$ cat src/rtac_pkg.sv
package rtac_pkg;
    localparam int DEF_REGION_SLOTS = 16;
    localparam int DEF_PAGE_BITS    = 12;
    localparam int DEF_ADDR_BITS    = 48;
    localparam int FIELD_ADDR_BITS  = 48;
    localparam int SLOT_FIELD_BITS  = 4;

    localparam logic [2:0] ACT_MAP   = 3'd0;
    localparam logic [2:0] ACT_MAPDEV = 3'd1;
    localparam logic [2:0] ACT_UNMAP = 3'd2;
    localparam logic [2:0] ACT_CHECK = 3'd3;
    localparam logic [2:0] ACT_CLEAR = 3'd4;

    localparam logic [2:0] ST_OK     = 3'd0;
    localparam logic [2:0] ST_INVAL  = 3'd1;
    localparam logic [2:0] ST_FULL   = 3'd2;
    localparam logic [2:0] ST_NONE   = 3'd3;
    localparam logic [2:0] ST_DENIED = 3'd4;

    localparam logic [1:0] KIND_ANON = 2'd0;
    localparam logic [1:0] KIND_FILE = 2'd1;
    localparam logic [1:0] KIND_DEV  = 2'd2;

    // classified command handed from front to back
    typedef enum logic [2:0] {
        OP_MAP, OP_UNMAP, OP_CHECK, OP_CLEAR, OP_FAIL
    } t_op;

    typedef struct packed {
        t_op                        op;
        logic [FIELD_ADDR_BITS-1:0] addr;
        logic [FIELD_ADDR_BITS-1:0] end_addr;
        logic [2:0]                 bits;
        logic [1:0]                 kind;
        logic                       priv;
        logic                       file_bad;
        logic [SLOT_FIELD_BITS-1:0] slot;
        logic [2:0]                 fail_status;
    } t_cmd;

    typedef struct packed {
        logic [2:0]                 status;
        logic [SLOT_FIELD_BITS-1:0] slot;
        logic [1:0]                 kind;
        logic                       priv;
    } t_res;
endpackage

$ cat src/rtac_back.sv
module rtac_back
    import rtac_pkg::*;
#(
    parameter int REGION_SLOTS = DEF_REGION_SLOTS
) (
    input  logic i_clk,
    input  logic i_rst_n,
    input  logic i_valid,
    input  t_cmd i_cmd,
    output logic o_pop,
    output logic o_res_valid,
    input  logic i_res_ready,
    output t_res o_res
);
    localparam int SW = (REGION_SLOTS > 1) ? $clog2(REGION_SLOTS) : 1;
    localparam int CW = $clog2(REGION_SLOTS + 1);
    localparam logic [1:0] S_IDLE = 2'd0, S_SCAN = 2'd1, S_OUT = 2'd2;

    logic [1:0]                 r_state;
    logic [REGION_SLOTS-1:0]    r_valid;
    logic [FIELD_ADDR_BITS-1:0] r_start [REGION_SLOTS];
    logic [FIELD_ADDR_BITS-1:0] r_endv  [REGION_SLOTS];
    logic [2:0]                 r_rights[REGION_SLOTS];
    logic [1:0]                 r_kind  [REGION_SLOTS];
    logic                       r_priv  [REGION_SLOTS];
    logic [31:0]                r_age   [REGION_SLOTS];
    logic [31:0]                r_ctr;
    logic [CW-1:0]              r_idx;
    logic                       r_found;
    logic [SW-1:0]              r_best;
    logic [31:0]                r_bestd;
    t_cmd                       r_cmd;
    t_res                       r_res;

    logic [SW-1:0] idx;
    logic [31:0]   d;
    logic          hit;

    assign idx         = r_idx[SW-1:0];
    assign o_res_valid = r_state == S_OUT;
    assign o_res       = r_res;
    assign o_pop       = (r_state == S_IDLE) && i_valid;
    assign d           = r_ctr - r_age[idx];
    assign hit = r_valid[idx] && (r_start[idx] <= r_cmd.addr) && (r_cmd.addr < r_endv[idx]);

    always_ff @(posedge i_clk) begin
        if (!i_rst_n) begin
            r_state <= S_IDLE;
            r_valid <= '0;
            r_ctr   <= '0;
        end else begin
            unique case (r_state)
                S_IDLE: if (i_valid) begin
                    r_cmd   <= i_cmd;
                    r_idx   <= '0;
                    r_found <= 1'b0;
                    unique case (i_cmd.op)
                        OP_MAP, OP_CHECK: begin
                            r_res   <= '{status: ST_OK, slot: '0, kind: '0, priv: 1'b0};
                            r_state <= S_SCAN;
                        end
                        OP_UNMAP: begin
                            r_valid[i_cmd.slot[SW-1:0]] <= 1'b0;
                            r_res   <= '{status: ST_OK, slot: '0, kind: '0, priv: 1'b0};
                            r_state <= S_OUT;
                        end
                        OP_CLEAR: begin
                            r_valid <= '0;
                            r_res   <= '{status: ST_OK, slot: '0, kind: '0, priv: 1'b0};
                            r_state <= S_OUT;
                        end
                        default: begin
                            r_res   <= '{status: i_cmd.fail_status, slot: '0, kind: '0,
                                         priv: 1'b0};
                            r_state <= S_OUT;
                        end
                    endcase
                end
                S_SCAN: begin
                    if (r_cmd.op == OP_MAP) begin
                        if (!r_valid[idx]) begin
                            if (r_cmd.file_bad) r_res.status <= ST_INVAL;
                            else begin
                                r_valid[idx]  <= 1'b1;
                                r_start[idx]  <= r_cmd.addr;
                                r_endv[idx]   <= r_cmd.end_addr;
                                r_rights[idx] <= r_cmd.bits;
                                r_kind[idx]   <= r_cmd.kind;
                                r_priv[idx]   <= r_cmd.priv;
                                r_age[idx]    <= r_ctr;
                                r_ctr         <= r_ctr + 32'd1;
                                r_res <= '{status: ST_OK, slot: SLOT_FIELD_BITS'(idx),
                                           kind: r_cmd.kind, priv: r_cmd.priv};
                            end
                            r_state <= S_OUT;
                        end else if (32'(r_idx) == REGION_SLOTS - 1) begin
                            r_res.status <= ST_FULL;
                            r_state <= S_OUT;
                        end
                        r_idx <= r_idx + CW'(1);
                    end else if (32'(r_idx) == REGION_SLOTS) begin
                        if (!r_found) r_res.status <= ST_NONE;
                        else begin
                            r_res.slot <= SLOT_FIELD_BITS'(r_best);
                            r_res.kind <= r_kind[r_best];
                            r_res.priv <= r_priv[r_best];
                            if ((r_cmd.bits & ~r_rights[r_best]) != 3'b000)
                                r_res.status <= ST_DENIED;
                            else r_res.status <= ST_OK;
                        end
                        r_state <= S_OUT;
                    end else begin
                        if (hit && (!r_found || d < r_bestd)) begin
                            r_found <= 1'b1;
                            r_best  <= idx;
                            r_bestd <= d;
                        end
                        r_idx <= r_idx + CW'(1);
                    end
                end
                S_OUT: if (i_res_ready) r_state <= S_IDLE;
                default: r_state <= S_IDLE;
            endcase
        end
    end
endmodule

$ cat config.mk
export PLATFORM = sky130hd
export DESIGN_NAME = rtac_back
export DESIGN_NICKNAME = d
export VERILOG_FILES = /design/src/rtac_pkg.sv /design/src/rtac_back.sv
export SDC_FILE = /design/constraint.sdc
export NUM_CORES = 2
export LEC_CHECK = 0
export BUFFER_PORTS_ARGS = -buffer_cell sky130_fd_sc_hd__buf_2
export CORE_MARGIN = 2
export CORE_UTILIZATION = 57
export DETAILED_ROUTE_END_ITERATION = 16
export PLACE_DENSITY = 0.76
export SLEW_MARGIN = 20
export SYNTH_ARGS = -nofsm -noshare
export SYNTH_HDL_FRONTEND = slang
export SYNTH_SLANG_ARGS = --single-unit
$ cat constraint.sdc
create_clock -name i_clk -period 9.74 [get_ports i_clk]
set_input_delay 1.461 -clock i_clk [delete_from_list [all_inputs] [get_ports i_clk]]
set_output_delay 1.461 -clock i_clk [all_outputs]
set_load 0.02 [all_outputs]
==> results_dict.tcl <==
set metrics [dict create \
    ys_top_cells_by_count "edfxtp_1 (2302), mux4_2 (674), inv_1 (180)" \
    timing.final.ws_setup_ns 1.90 \
    hold_viol_final 0 \
    clockBufferDepth 3 \
    min_path_type "reg2reg" \
    skew_ns 0.0291 \
    power.share.sequential_pct 54.1 \
    critPathBufInv 3 \
    hpwl_um 104000 \
    overflow 0 \
    dp_worst_setup_slack_ns 1.99 \
    power_density_nw_per_um2 201 \
    initial_core_util_pct 57.2 \
    synthesis.area_um2 92800 \
    setup_viol 0 \
    antenna_cells 0 \
    cts-htree-levels 4 \
    ir_worst_vdd_mv 0.184 \
    clkTransAtPathRegs_ns 0.06 \
    fin_crit_sh_pct 80.5 \
    layout.nets 4751 \
    path_delay_family "compound AO/OA/AOI/OAI gates" \
    top_layer "met5" \
    grt_pass1_vias 45341 \
    wl_met3_um 19800 \
    place_congestion 0.823 \
    drc 0 \
    synth_edf_count 2302 \
    track_usage_pct 25.8 \
    die_area_um2 166000 \
    drt-initial-drc-count 5552 \
    hold_buffers 0 \
    synth_area_per_cell_um2 22.0 \
    comb_power_share_pct 5.5 \
    min_period_ns 7.84 \
    wl_met2_um 106000 \
    p_int_mw 16.4 \
    rsz0062_at_grt "no" \
    worstSetupEndpointType "flip-flop" \
    port_buffers 128 \
    layout-drive-gt1-share_pct 25.8 \
    numCtsBuffers 221 \
    status "complete, no violations" \
    p_clk_share_pct 40.4 \
    r2r_cells 24 \
    viasPerCell 6.51 \
    async_flop_share_pct 0 \
    max_stage_delay_ns 0.85 \
    critical_path_class "reg2reg" \
    tritoncts "built" \
    synth_nets 4505 \
    tightest_slew_ns 1.15 \
    crit_chain "buf_4 -> mux4_2 -> mux4_2 -> inv_1 -> ha_1 -> o21a_1 -> o21bai_1 -> or2_2 -> and3b_1 -> o311ai_0 -> a21oi_1 -> o21a_1 -> nor2_1 -> xnor2_1 -> ha_1 -> a21o_1 -> a211oi_1 -> o2bb2ai_1 -> a2111oi_0 -> nand3_1 -> nor3_1 -> o21ai_0 -> nor3b_2 -> buf_4" \
    critical_path.max_fanout 51 \
    postCtsSetupBuffers 0 \
    die_x_um 408 \
    core_area_um2 162000 \
    wl_met1_um 81900 \
    syn_inst 4224 \
    cts_sinks 2360 \
    startpoint_type "flip-flop" \
    clock_latency_ns 0.85 \
    cts.repair.resized 0 \
    seq_area_frac_synth_pct 75.7 \
    vias 44536 \
    synth_flop_cell "edfxtp_1" \
    antenna_found_initial 7 \
    rows 148 \
    cap_violations 0 \
    io_pins 129 \
    cp.depth 24 \
    critPathArrivalTime_ns 8.32 \
    synth.largest_area_cell "edfxtp_1" \
    synth_cell_types 63 \
    ant_nets 0 \
    yosys_warnings 0 \
    synth_most_common_cell "edfxtp_1" \
    crit_required_ns 10.22 \
    clock-root-buffer "clkbuf_16" \
    p_sw_share_pct 21.1 \
    r2r-end "r_bestd[22]$_DFFE_PP_" \
    grt_max_degree 123 \
    ys_ff_latch 2360 \
    leakagePower_nw 33.1 \
    timing.setup.tns_ns 0 \
    avgRoutedWirePerCell_um 31.2 \
    syn_to_final_growth_pct 11.5 \
    p_sw_mw 4.40 \
    rrSetupSlack_ns 1.90 \
    synth_top_area_share_pct 74.5 \
    fmax_mhz 128 \
    drt-total-wl_um 213000 \
    grt_pass1_wl_um 311000 \
    max-slew-margin-rel_pct 22.4 \
    die_h_um 408 \
    slowest_stage "dfxtp_4" \
    synth_area_leaders "edfxtp_1 (74%), mux4_2 (16%), ha_1 (2.2%)" \
    critPathCapture "r_bestd[22]$_DFFE_PP_" \
    slew_violations 0 \
    drt_pass1_iterations 5 \
    n_fill_cell 10310 \
]
-- layout make-up --
class                           instances  area, um2  share of cell area [%]
Clock buffer                          293       5900                    5.70
Clock inverter                        122       1150                    1.11
Inverter                              180        676                   0.653
Multi-Input combinational cell       1513      21300                    20.6
Sequential cell                      2360      70300                    67.9
Tap cell                             2175       2720                    2.63
Timing Repair Buffer                  194       1410                    1.36
-- registers in the layout, summed over array words and instances, names as in the netlist, named ones only --
name and count:
r_idx 5, r_cmd 106, r_start 768, r_kind 32, r_priv 16, r_ctr 32, r_endv 768, r_rights 48
r_valid 16, r_bestd 32, r_found 1, r_age 512, r_best 4, r_state 2, o_res 10
-- per-stage QoR --
stage	utilization (%)	std cells	area (um2)	power [mW]	hold WS, ns
floorplan	-	4224	92800	12.2	0.431
global placement	59.5	6422	96500	12.6	0.447
detailed placement	59.5	6422	96500	12.6	0.464
CTS	63.8	6837	104000	20.9	0.478
global route	63.8	6837	104000	21.4	0.500
finish	63.8	6837	104000	20.8	0.475
-- per-layer routing --
metal | up-vias | GRT usage (%)
met2 | 2466 | 42.1
met3 | 333 | 4.91
met4 | 6 | 7.27
li1 | 18156 | -
met1 | 23575 | 36.3
met5 | - | 0
-- cells by family (layout without fill, tap and decap cells) --
| kind of cell | Yosys count | count (layout) | synth area share [%] |
|---|---|---|---|
| AND/OR/NAND/NOR | 339 | 339 | 1.89 |
| XOR/XNOR | 54 | 54 | 0.510 |
| adder cells (fa/ha/maj) | 164 | 164 | 2.22 |
| AO/OA/AOI/OAI | 274 | 274 | 1.78 |
| multiplexers | 682 | 682 | 16.4 |
| flip-flops | 2360 | 2360 | 75.7 |
| buffers and inverters | 351 | 789 | 1.43 |
-- placed cells by master (no fill, tap or decap), drive strengths merged, types with 34 or more instances in the layout --
| master | netlist | routed |
|---|---|---|
| clkinv | 0 | 88 |
| buf | 55 | 194 |
| edfxtp | 2302 | 2302 |
| mux4 | 674 | 674 |
| inv | 180 | 187 |
| nor2 | 88 | 88 |
| xnor2 | 43 | 43 |
| a21oi | 97 | 97 |
| nand2 | 66 | 66 |
| ha | 163 | 163 |
| clkbuf | 116 | 293 |
| and2 | 34 | 34 |
| dfxtp | 58 | 58 |
| nand4 | 35 | 35 |
| o21ai | 69 | 69 |
-- worst reg2reg max path, cell delays in order, from the launching register on --
cell,delay [ns]
dfxtp_4,0.85
buf_4,0.58
mux4_2,0.37
mux4_2,0.49
inv_1,0.11
ha_1,0.31
o21a_1,0.20
o21bai_1,0.15
or2_2,0.15
and3b_1,0.17
o311ai_0,0.69
a21oi_1,0.21
o21a_1,0.22
nor2_1,0.11
xnor2_1,0.10
ha_1,0.20
a21o_1,0.18
a211oi_1,0.23
o2bb2ai_1,0.09
a2111oi_0,0.37
nand3_1,0.13
nor3_1,0.15
o21ai_0,0.18
nor3b_2,0.69
buf_4,0.52
-- power by group through the flow --
stage	Clock [mW]	Sequential (mW)	Combinational, mW
floorplan	0	11.4	0.818
global placement	0	11.5	1.10
detailed placement	0	11.5	1.13
CTS	8.51	11.2	1.14
global route	8.87	11.3	1.22
finish	8.41	11.3	1.14
-- worst min path at each step --
stage                                to                     start  cells past startpoint
2_1_floorplan  r_valid[10]$_SDFFE_PN0P_  r_valid[10]$_SDFFE_PN0P_                      2
3_3_place_gp   r_valid[14]$_SDFFE_PN0P_  r_valid[14]$_SDFFE_PN0P_                      2
3_5_place_dp    r_valid[6]$_SDFFE_PN0P_   r_valid[6]$_SDFFE_PN0P_                      2
4_1_cts         r_valid[6]$_SDFFE_PN0P_   r_valid[6]$_SDFFE_PN0P_                      2
5_1_grt        r_valid[12]$_SDFFE_PN0P_  r_valid[12]$_SDFFE_PN0P_                      2
6_report        r_valid[6]$_SDFFE_PN0P_   r_valid[6]$_SDFFE_PN0P_                      2
Power figures use the tool's default switching activity.
